$ cat src/rtl/core/wpsp_pkg.sv
package wpsp_pkg;

   // Result kinds
   localparam logic [1:0] KIND_HEADER = 2'd0;
   localparam logic [1:0] KIND_SAMPLE = 2'd1;
   localparam logic [1:0] KIND_ERROR  = 2'd2;

   // Error codes
   localparam logic [2:0] ERR_NONE    = 3'd0;
   localparam logic [2:0] ERR_RIFF    = 3'd1;
   localparam logic [2:0] ERR_WAVE    = 3'd2;
   localparam logic [2:0] ERR_FMT     = 3'd3;
   localparam logic [2:0] ERR_NOT_PCM = 3'd4;
   localparam logic [2:0] ERR_DATA    = 3'd5;
   localparam logic [2:0] ERR_FORMAT  = 3'd6;

   // Chunk tags as they sit in the little-endian shift register
   localparam logic [31:0] TAG_RIFF = 32'h4646_4952;
   localparam logic [31:0] TAG_WAVE = 32'h4556_4157;
   localparam logic [31:0] TAG_FMT  = 32'h2074_6D66;
   localparam logic [31:0] TAG_DATA = 32'h6174_6164;
   localparam logic [15:0] FORMAT_PCM = 16'd1;
   localparam logic [7:0]  PCM_OFFSET = 8'd128;

   // Header byte offsets where a field is complete
   localparam logic [5:0] OFF_RIFF     = 6'd3;
   localparam logic [5:0] OFF_WAVE     = 6'd11;
   localparam logic [5:0] OFF_FMT      = 6'd15;
   localparam logic [5:0] OFF_FORMAT   = 6'd21;
   localparam logic [5:0] OFF_CHANNELS = 6'd23;
   localparam logic [5:0] OFF_RATE     = 6'd27;
   localparam logic [5:0] OFF_BITS     = 6'd35;
   localparam logic [5:0] OFF_DATA     = 6'd39;
   localparam logic [5:0] OFF_LAST     = 6'd43;

   // Frame size is channels times 1, 2 or 4 bytes
   localparam int DIVISOR_WIDTH = 18;

   typedef struct packed {
      logic [1:0]         kind;
      logic [2:0]         error_code;
      logic [15:0]        channel_count;
      logic [31:0]        sample_rate;
      logic [15:0]        sample_bits;
      logic [31:0]        frame_total;
      logic [15:0]        channel_index;
      logic [31:0]        frame_index;
      logic signed [31:0] sample_value;
      logic               last;
   } result_type;

   typedef struct packed {
      logic                     start;
      logic                     ack;
      logic [31:0]              dividend;
      logic [DIVISOR_WIDTH-1:0] divisor;
   } div_req_type;

   typedef struct packed {
      logic                     busy;
      logic                     done;
      logic [31:0]              quotient;
      logic [DIVISOR_WIDTH-1:0] remainder;
   } div_rsp_type;

   // Supported bit depths: 8, 16 and 32
   function automatic logic depth_ok(input logic [15:0] bits);
      depth_ok = (bits == 16'd8) || (bits == 16'd16) || (bits == 16'd32);
   endfunction

   // log2 of the bytes per sample
   function automatic logic [1:0] depth_log2(input logic [15:0] bits);
      case (bits)
         16'd16:  depth_log2 = 2'd1;
         16'd32:  depth_log2 = 2'd2;
         default: depth_log2 = 2'd0;
      endcase
   endfunction

endpackage

$ cat src/rtl/core/wpsp_frame_divider.sv
module wpsp_frame_divider (
   input  logic                  clock,
   input  logic                  reset,
   input  wpsp_pkg::div_req_type div_req,
   output wpsp_pkg::div_rsp_type div_rsp
);
   import wpsp_pkg::*;

   logic                     busy_ff, busy_in;
   logic                     done_ff, done_in;
   logic [4:0]               count_ff, count_in;
   logic [31:0]              quo_ff, quo_in;
   logic [DIVISOR_WIDTH-1:0] rem_ff, rem_in;
   logic [DIVISOR_WIDTH-1:0] divisor_ff, divisor_in;
   logic [DIVISOR_WIDTH:0]   trial;
   logic [DIVISOR_WIDTH:0]   diff;
   logic                     fits;

   // One restoring step: bring in the next dividend bit, subtract if it fits
   assign trial = {rem_ff, quo_ff[31]};
   assign diff  = trial - {1'b0, divisor_ff};
   assign fits  = trial >= {1'b0, divisor_ff};

   always_comb begin
      busy_in    = busy_ff;
      done_in    = done_ff;
      count_in   = count_ff;
      quo_in     = quo_ff;
      rem_in     = rem_ff;
      divisor_in = divisor_ff;
      if (div_req.start) begin
         busy_in    = 1'b1;
         done_in    = 1'b0;
         count_in   = '0;
         quo_in     = div_req.dividend;
         rem_in     = '0;
         divisor_in = div_req.divisor;
      end else if (busy_ff) begin
         rem_in   = fits ? diff[DIVISOR_WIDTH-1:0] : trial[DIVISOR_WIDTH-1:0];
         quo_in   = {quo_ff[30:0], fits};
         count_in = count_ff + 5'd1;
         if (count_ff == 5'd31) begin
            busy_in = 1'b0;
            done_in = 1'b1;
         end
      end else if (div_req.ack) begin
         done_in = 1'b0;
      end
   end

   always_ff @(posedge clock) begin
      if (reset) begin
         busy_ff  <= 1'b0;
         done_ff  <= 1'b0;
         count_ff <= '0;
      end else begin
         busy_ff  <= busy_in;
         done_ff  <= done_in;
         count_ff <= count_in;
      end
      quo_ff     <= quo_in;
      rem_ff     <= rem_in;
      divisor_ff <= divisor_in;
   end

   assign div_rsp.busy      = busy_ff;
   assign div_rsp.done      = done_ff;
   assign div_rsp.quotient  = quo_ff;
   assign div_rsp.remainder = rem_ff;

endmodule

$ cat src/rtl/core/wpsp_parse_core.sv
module wpsp_parse_core (
   input  logic                  clock,
   input  logic                  reset,
   input  logic                  take,
   input  logic [7:0]            byte_in,
   input  logic                  restart,
   input  logic                  queue_full,
   output logic                  busy,
   output logic                  push,
   output wpsp_pkg::result_type  push_data,
   output wpsp_pkg::div_req_type div_req,
   input  wpsp_pkg::div_rsp_type div_rsp
);
   import wpsp_pkg::*;

   typedef enum logic [1:0] {
      MODE_HEADER,
      MODE_DATA,
      MODE_IDLE,
      MODE_DIVIDE
   } mode_type;

   mode_type    mode_ff, mode_in, base_mode;
   logic [5:0]  offset_ff, offset_in, base_offset;
   logic [31:0] shift_ff, shift_in, base_shift, shift_new;
   logic [15:0] channels_ff, channels_in, base_channels;
   logic [31:0] rate_ff, rate_in, base_rate;
   logic [15:0] bits_ff, bits_in, base_bits;
   logic [31:0] remain_ff, remain_in, base_remain;
   logic [1:0]  count_ff, count_in, base_count;
   logic [23:0] assembly_ff, assembly_in, base_assembly;
   logic [15:0] chan_ff, chan_in, base_chan, chan_next;
   logic [31:0] frame_ff, frame_in, base_frame;
   logic [1:0]  lg;
   logic        sample_done;

   // Restart clears the parser before the byte is taken
   always_comb begin
      if (restart) begin
         base_mode     = MODE_HEADER;
         base_offset   = '0;
         base_shift    = '0;
         base_channels = '0;
         base_rate     = '0;
         base_bits     = '0;
         base_remain   = '0;
         base_count    = '0;
         base_assembly = '0;
         base_chan     = '0;
         base_frame    = '0;
      end else begin
         base_mode     = mode_ff;
         base_offset   = offset_ff;
         base_shift    = shift_ff;
         base_channels = channels_ff;
         base_rate     = rate_ff;
         base_bits     = bits_ff;
         base_remain   = remain_ff;
         base_count    = count_ff;
         base_assembly = assembly_ff;
         base_chan     = chan_ff;
         base_frame    = frame_ff;
      end
   end

   assign shift_new = {byte_in, base_shift[31:8]};
   assign lg        = depth_log2(base_bits);
   assign chan_next = base_chan + 16'd1;

   // Final byte of a sample for the current depth
   always_comb begin
      case (lg)
         2'd0:    sample_done = 1'b1;
         2'd1:    sample_done = (base_count == 2'd1);
         default: sample_done = (base_count == 2'd3);
      endcase
   end

   always_comb begin
      mode_in     = mode_ff;
      offset_in   = offset_ff;
      shift_in    = shift_ff;
      channels_in = channels_ff;
      rate_in     = rate_ff;
      bits_in     = bits_ff;
      remain_in   = remain_ff;
      count_in    = count_ff;
      assembly_in = assembly_ff;
      chan_in     = chan_ff;
      frame_in    = frame_ff;
      push        = 1'b0;
      push_data   = '0;
      div_req.start    = 1'b0;
      div_req.ack      = 1'b0;
      div_req.dividend = shift_new;
      div_req.divisor  = {2'b00, base_channels} << lg;

      if (mode_ff == MODE_DIVIDE) begin
         // Emit the header once the frame count is known and there is room
         if (div_rsp.done && !queue_full) begin
            div_req.ack  = 1'b1;
            push         = 1'b1;
            push_data.kind          = KIND_HEADER;
            push_data.channel_count = channels_ff;
            push_data.sample_rate   = rate_ff;
            push_data.sample_bits   = bits_ff;
            push_data.frame_total   = div_rsp.quotient;
            remain_in   = shift_ff - {14'd0, div_rsp.remainder};
            count_in    = '0;
            assembly_in = '0;
            chan_in     = '0;
            frame_in    = '0;
            mode_in     = (div_rsp.quotient != 32'd0) ? MODE_DATA : MODE_IDLE;
         end
      end else if (take) begin
         mode_in     = base_mode;
         offset_in   = base_offset;
         shift_in    = base_shift;
         channels_in = base_channels;
         rate_in     = base_rate;
         bits_in     = base_bits;
         remain_in   = base_remain;
         count_in    = base_count;
         assembly_in = base_assembly;
         chan_in     = base_chan;
         frame_in    = base_frame;
         case (base_mode)
            MODE_HEADER: begin
               shift_in = shift_new;
               if (base_offset < OFF_LAST) begin
                  offset_in = base_offset + 6'd1;
               end
               push_data.kind = KIND_ERROR;
               case (base_offset)
                  OFF_RIFF: begin
                     if (shift_new != TAG_RIFF) begin
                        push = 1'b1;
                        push_data.error_code = ERR_RIFF;
                     end
                  end
                  OFF_WAVE: begin
                     if (shift_new != TAG_WAVE) begin
                        push = 1'b1;
                        push_data.error_code = ERR_WAVE;
                     end
                  end
                  OFF_FMT: begin
                     if (shift_new != TAG_FMT) begin
                        push = 1'b1;
                        push_data.error_code = ERR_FMT;
                     end
                  end
                  OFF_FORMAT: begin
                     if (shift_new[31:16] != FORMAT_PCM) begin
                        push = 1'b1;
                        push_data.error_code = ERR_NOT_PCM;
                     end
                  end
                  OFF_CHANNELS: channels_in = shift_new[31:16];
                  OFF_RATE:     rate_in = shift_new;
                  OFF_BITS:     bits_in = shift_new[31:16];
                  OFF_DATA: begin
                     if (shift_new != TAG_DATA) begin
                        push = 1'b1;
                        push_data.error_code = ERR_DATA;
                     end
                  end
                  OFF_LAST: begin
                     if (base_channels == 16'd0 || !depth_ok(base_bits)) begin
                        push = 1'b1;
                        push_data.error_code = ERR_FORMAT;
                     end else begin
                        div_req.start = 1'b1;
                        mode_in = MODE_DIVIDE;
                     end
                  end
                  default: ;
               endcase
               // Any error parks the parser until restart
               if (push) begin
                  mode_in = MODE_IDLE;
               end
            end
            MODE_DATA: begin
               if (base_remain == 32'd0) begin
                  mode_in = MODE_IDLE;
               end else begin
                  remain_in = base_remain - 32'd1;
                  if (!sample_done) begin
                     // Collect a low byte of a multi-byte sample
                     case (base_count)
                        2'd0:    assembly_in = {base_assembly[23:8], byte_in};
                        2'd1:    assembly_in = {base_assembly[23:16], byte_in,
                                                base_assembly[7:0]};
                        default: assembly_in = {byte_in, base_assembly[15:0]};
                     endcase
                     count_in = base_count + 2'd1;
                  end else begin
                     push = 1'b1;
                     push_data.kind          = KIND_SAMPLE;
                     push_data.channel_index = base_chan;
                     push_data.frame_index   = base_frame;
                     push_data.last          = (base_remain == 32'd1);
                     case (lg)
                        2'd0:    push_data.sample_value = {byte_in ^ PCM_OFFSET, 24'd0};
                        2'd1:    push_data.sample_value = {byte_in, base_assembly[7:0],
                                                           16'd0};
                        default: push_data.sample_value = {byte_in, base_assembly};
                     endcase
                     assembly_in = '0;
                     count_in    = '0;
                     // Advance channel, wrap into the next frame
                     if (chan_next >= base_channels) begin
                        chan_in  = '0;
                        frame_in = base_frame + 32'd1;
                     end else begin
                        chan_in = chan_next;
                     end
                     if (base_remain == 32'd1) begin
                        mode_in = MODE_IDLE;
                     end
                  end
               end
            end
            default: ;
         endcase
      end
   end

   always_ff @(posedge clock) begin
      if (reset) begin
         mode_ff     <= MODE_HEADER;
         offset_ff   <= '0;
         shift_ff    <= '0;
         channels_ff <= '0;
         rate_ff     <= '0;
         bits_ff     <= '0;
         remain_ff   <= '0;
         count_ff    <= '0;
         assembly_ff <= '0;
         chan_ff     <= '0;
         frame_ff    <= '0;
      end else begin
         mode_ff     <= mode_in;
         offset_ff   <= offset_in;
         shift_ff    <= shift_in;
         channels_ff <= channels_in;
         rate_ff     <= rate_in;
         bits_ff     <= bits_in;
         remain_ff   <= remain_in;
         count_ff    <= count_in;
         assembly_ff <= assembly_in;
         chan_ff     <= chan_in;
         frame_ff    <= frame_in;
      end
   end

   assign busy = (mode_ff == MODE_DIVIDE);

endmodule

$ cat src/rtl/core/wpsp_result_queue.sv
module wpsp_result_queue (
   input  logic                 clock,
   input  logic                 reset,
   input  logic                 push,
   input  wpsp_pkg::result_type push_data,
   input  logic                 out_stall,
   output logic                 out_valid,
   output wpsp_pkg::result_type out_data,
   output logic                 full
);
   import wpsp_pkg::*;

   result_type slot_ff [2];
   logic [1:0] count_ff;
   logic       wr_ptr_ff;
   logic       rd_ptr_ff;
   logic       pop;

   assign out_valid = (count_ff != 2'd0);
   assign full      = (count_ff == 2'd2);
   assign pop       = out_valid && !out_stall;
   assign out_data  = slot_ff[rd_ptr_ff];

   // Write the new transaction behind any that still waits
   always_ff @(posedge clock) begin
      if (push) begin
         slot_ff[wr_ptr_ff] <= push_data;
      end
   end

   always_ff @(posedge clock) begin
      if (reset) begin
         count_ff  <= '0;
         wr_ptr_ff <= 1'b0;
         rd_ptr_ff <= 1'b0;
      end else begin
         if (push) begin
            wr_ptr_ff <= ~wr_ptr_ff;
         end
         if (pop) begin
            rd_ptr_ff <= ~rd_ptr_ff;
         end
         case ({push, pop})
            2'b10:   count_ff <= count_ff + 2'd1;
            2'b01:   count_ff <= count_ff - 2'd1;
            default: count_ff <= count_ff;
         endcase
      end
   end

endmodule

$ cat src/rtl/core/wav_pcm_stream_parser_unit.sv
// Channel  | Direction | Handshake          | Payload
// req      | in        | req_valid/req_stall| req_byte_in, req_restart
// rsp      | out       | rsp_valid/rsp_stall| rsp_kind ... rsp_last (one transaction per result)
//
// One file byte is taken per cycle unless req_stall is high; each result goes to the queue.
// After header byte 43 the frame count comes from a 1-bit-per-cycle divider:
// input is held until the header result is queued.
// Reset is synchronous and returns the parser to the header phase.
// A two-entry result queue absorbs rsp_stall; input stalls once both entries are occupied.
module wav_pcm_stream_parser_unit (
   input  logic               clock,
   input  logic               reset,
   input  logic               req_valid,
   output logic               req_stall,
   input  logic [7:0]         req_byte_in,
   input  logic               req_restart,
   output logic               rsp_valid,
   input  logic               rsp_stall,
   output logic [1:0]         rsp_kind,
   output logic [2:0]         rsp_error_code,
   output logic [15:0]        rsp_channel_count,
   output logic [31:0]        rsp_sample_rate,
   output logic [15:0]        rsp_sample_bits,
   output logic [31:0]        rsp_frame_total,
   output logic [15:0]        rsp_channel_index,
   output logic [31:0]        rsp_frame_index,
   output logic signed [31:0] rsp_sample_value,
   output logic               rsp_last
);
   import wpsp_pkg::*;

   logic        take;
   logic        core_busy;
   logic        queue_full;
   logic        push;
   result_type  push_data;
   result_type  out_data;
   div_req_type div_req;
   div_rsp_type div_rsp;

   // Hold input while the queue is full or the frame count is being worked out
   assign req_stall = queue_full || core_busy;
   assign take      = req_valid && !req_stall;

   wpsp_parse_core u_core (
      .clock      (clock),
      .reset      (reset),
      .take       (take),
      .byte_in    (req_byte_in),
      .restart    (req_restart),
      .queue_full (queue_full),
      .busy       (core_busy),
      .push       (push),
      .push_data  (push_data),
      .div_req    (div_req),
      .div_rsp    (div_rsp)
   );

   wpsp_frame_divider u_divider (
      .clock   (clock),
      .reset   (reset),
      .div_req (div_req),
      .div_rsp (div_rsp)
   );

   wpsp_result_queue u_queue (
      .clock     (clock),
      .reset     (reset),
      .push      (push),
      .push_data (push_data),
      .out_stall (rsp_stall),
      .out_valid (rsp_valid),
      .out_data  (out_data),
      .full      (queue_full)
   );

   assign rsp_kind          = out_data.kind;
   assign rsp_error_code    = out_data.error_code;
   assign rsp_channel_count = out_data.channel_count;
   assign rsp_sample_rate   = out_data.sample_rate;
   assign rsp_sample_bits   = out_data.sample_bits;
   assign rsp_frame_total   = out_data.frame_total;
   assign rsp_channel_index = out_data.channel_index;
   assign rsp_frame_index   = out_data.frame_index;
   assign rsp_sample_value  = out_data.sample_value;
   assign rsp_last          = out_data.last;

endmodule
$ cat config.mk
export PLATFORM = sky130hd
export DESIGN_NAME = wav_pcm_stream_parser_unit
export DESIGN_NICKNAME = d
export VERILOG_FILES = /design/src/rtl/core/wpsp_pkg.sv /design/src/rtl/core/wpsp_frame_divider.sv /design/src/rtl/core/wpsp_parse_core.sv /design/src/rtl/core/wpsp_result_queue.sv /design/src/rtl/core/wav_pcm_stream_parser_unit.sv
export SDC_FILE = /design/constraint.sdc
export NUM_CORES = 1
export LEC_CHECK = 0
export ABC_AREA = 1
export BUFFER_PORTS_ARGS = -buffer_cell sky130_fd_sc_hd__buf_2
export CAP_MARGIN = 20
export CORE_UTILIZATION = 40
export DETAILED_ROUTE_END_ITERATION = 8
export PLACE_DENSITY_LB_ADDON = 0.1
export SLEW_MARGIN = 20
export SYNTH_ARGS = -nofsm -noshare
export SYNTH_HDL_FRONTEND = slang
export SYNTH_HIERARCHICAL = 1
export SYNTH_SLANG_ARGS = --single-unit
$ cat constraint.sdc
create_clock -name clock -period 19.73 [get_ports clock]
set_input_delay 0.9865 -clock clock [delete_from_list [all_inputs] [get_ports clock]]
set_output_delay 0.9865 -clock clock [all_outputs]
set_load 0.005 [all_outputs]
==> summary.txt <==
Run status
  – Outcome: completed

Clock tree
  – Post_cts resized: 0
  – H-tree Lvls: 3
  – Worst skew pair latency: 0.64 ns
  – TritonCTS clock tree: built
  – Post-CTS setup buffer count: 0
  – Number of buffers created by CTS: 76
  – Clock slew at the register clock pins of the worst setup and hold paths: 0.06 ns
  – Clock Sink Count: ~650
  – Hold_buf cts: 0
  – Max Buffers Root-to-Sink: 3
  – Root buf cell: clkbuf_16

Global routing
  – Largest net degree at the start of global routing: ~130
  – Initial antenna violation count: 0
  – Gr ovfl total: 0
  – Vias in the first global route: 25800
  – First-pass GRT wire length: 154 mm
  – All-Layer GR Usage: 22.9%

Power
  – Power Density: 79.0 nW/um^2
  – VDD IR max: 0.0000770 V
  – Tot Pwr: around 3000 uW
  – Pleak: 0.0159 uW

Cells and area
  – Ant diodes: 0
  – Fin util: 45.6%
  – Multi-input gate area: about 14000 um^2
  – Filler instances: 8390
  – Sequential cell area: approximately 17000 um^2
  – Fin cells: 5265
  – Nets@finish: slightly above 4000
  – Most frequent cells in the layout: nand2_1 (789), inv_1 (499), nor2_1 (429)
  – Share of layout cells above drive strength 1: 15.1%
  – Most common cell after layout, fill and taps aside: nand2_1
  – P&R area growth vs syn: 12.0%

Min path
  – Beginning of the worst hold path: u_queue/rd_ptr_ff
  – Hold Path Depth: 2
  – Hold Path Class: reg -> reg

Setup path
  – Worst EP arrival: 6.33 ns
  – CP cell instances: buf_4 > inv_4 > buf_4 > o21ai_0 > nand2_1 > nor2_1 > and2_1 > nor2_1 > nand2_1 > nand2_1 > nand2_1 > nand3_1 > nand2_1 > nand2_1 > nand3_1 > nand2_1 > inv_1 > nor2_4 > buf_4 > buf_4
  – Top cell by count, worst path: nand2_1
  – Slowest CP cell: buf_4
  – CP bufs+invs: 6
  – Critical path required time: approximately 20 ns
  – Delay-heaviest family, CP: buffers and inverters
  – R2r endpoint: u_divider/quo_ff[10]
  – Crit path capture type: register
  – Worst R2R Path Depth: 15
  – Worst reg2reg setup slack: 14.47 ns
  – Setup CP Type: in -> reg
  – Beginning of the worst register-to-register path: u_core/mode_ff[1]
  – Crit path largest cell delay: roughly 0.8 ns
  – Worst-path fanout max: 64
  – CP Launch Type: primary input

Drt
  – Met3 routed WL: roughly 4.7 mm
  – Avg WL per Cell: around 19 um
  – Top routing layer in use: met4
  – Wire length on met2: 46.0 mm
  – Initial DRC count: 2277
  – Post-Route WL: 101 mm
  – Detailed Routing Iterations Pass 1: 6
  – Vias per inst: around 5.2
  – Met1 WL: between 40 and 50 mm
  – Via Count: about 27000
  – DRC Markers: 0
  – Final ANT Viol Nets: 0

Synth
  – Yosys warns: 6
  – Post-Synthesis Net Count: 4033
  – Syn Inst Count: between 3000 and 4000
  – Post-Syn Area: 34300 um^2
  – Syn avg cell area: 8.67 um^2

Floorplan
  – Initial Util: 40.7%
  – Die width: just under 300 um
  – Core ar.: 84200 um^2
  – Row cnt: 106
  – IO Count: around 200
  – Die area: 86800 um^2
  – Die Height: roughly 290 um

Timing
  – Final period util: 30.8%
  – RSZ-0062 raised after global routing: false
  – Min Tclk post-route: 6.07 ns
  – Worst-margin pin slew: 1.08 ns
  – Skew final: around 0.055 ns
  – Rel. slew slack: 28.2%
  – Max Clock Freq: 0.165 GHz
  – Final hold violation count: 0
  – Final setup margin: 13.66 ns
  – Final setup viols: 0
  – Max Slew Vio Count: 0
  – Fin Setup TNS: 0 ns

Job
  – Max-cap viol count: 0

Placed design
  – Buffers on Ports: 196
  – Placed Cells: 5122
  – Worst slack, placed: 13.06 ns
  – Hpwl dp: 69.6 mm
  – Routability cong.: roughly 0.9
## report_power, final
| part | switching, uW | total [uW] | internal (uW) |
|---|---|---|---|
| combinational | 122 | 164 | 41.7 |
| clock | 589 | 1410 | 818 |
| sequential | 11.9 | 1460 | 1450 |
| total | 723 | 3030 | 2310 |
## worst min-delay path: cells and delay by family (launching register included)
| family | cells | cell delay, ns |
|---|---|---|
| AND/OR/NAND/NOR | 2 | 0.15 |
| flip-flops | 1 | 0.32 |
## how the worst max path moves through the flow
stage / from / to / slack [ns] / depth (start not counted)
global route: req_restart / u_queue/slot_ff[0][16] / 13.21 / 20
detailed placement: req_restart / u_queue/slot_ff[0][22] / 13.06 / 20
global placement: req_restart / u_queue/slot_ff[0][10] / 13.12 / 20
CTS: req_restart / u_queue/slot_ff[0][22] / 13.74 / 20
floorplan: req_restart / u_queue/slot_ff[0][0] / 7.90 / 23
finish: req_restart / u_queue/slot_ff[0][11] / 13.66 / 20
## sequential cells by signal, indices dropped and copies added (netlist names), named ones only
register	cells
u_queue/slot_ff	364
u_core/frame_ff	32
u_core/rate_ff	32
u_core/remain_ff	32
u_core/shift_ff	32
u_divider/quo_ff	32
u_core/assembly_ff	24
u_divider/divisor_ff	18
u_divider/rem_ff	18
u_core/bits_ff	16
u_core/chan_ff	16
u_core/channels_ff	16
u_core/offset_ff	6
u_divider/count_ff	5
u_core/count_ff	2
u_core/mode_ff	2
u_queue/count_ff	2
u_divider/busy_ff	1
u_divider/done_ff	1
u_queue/rd_ptr_ff	1
u_queue/wr_ptr_ff	1
## area by class of cell
| class | count | area share [%] |
|---|---|---|
| multi-input combinational | 2584 | 36.4 |
| clock buffer | 111 | 5.58 |
| inverter | 522 | 5.14 |
| sequential | 654 | 44.9 |
| clock inverter | 31 | 0.952 |
| tap | 1134 | 3.70 |
| timing repair buffer | 229 | 3.24 |
## per-layer routing
| metal | track usage [%] | vias to the layer above |
|---|---|---|
| met5 | 0 | - |
| li1 | - | 13400 |
| met2 | 36.5 | 728 |
| met4 | 6.45 | 0 |
| met1 | 32.8 | 13100 |
| met3 | 2.59 | 140 |
## through the flow
| stage | hold WS (ns) | cell area, um^2 |
|---|---|---|
| final | 0.446 | 38400 |
| after global routing | 0.474 | 38400 |
| after CTS | 0.458 | 38400 |
| after detailed placement | 0.455 | 35800 |
| after global placement | 0.449 | 35800 |
| after floorplan | 0.433 | 34300 |
(Power assumes the default switching activity.)
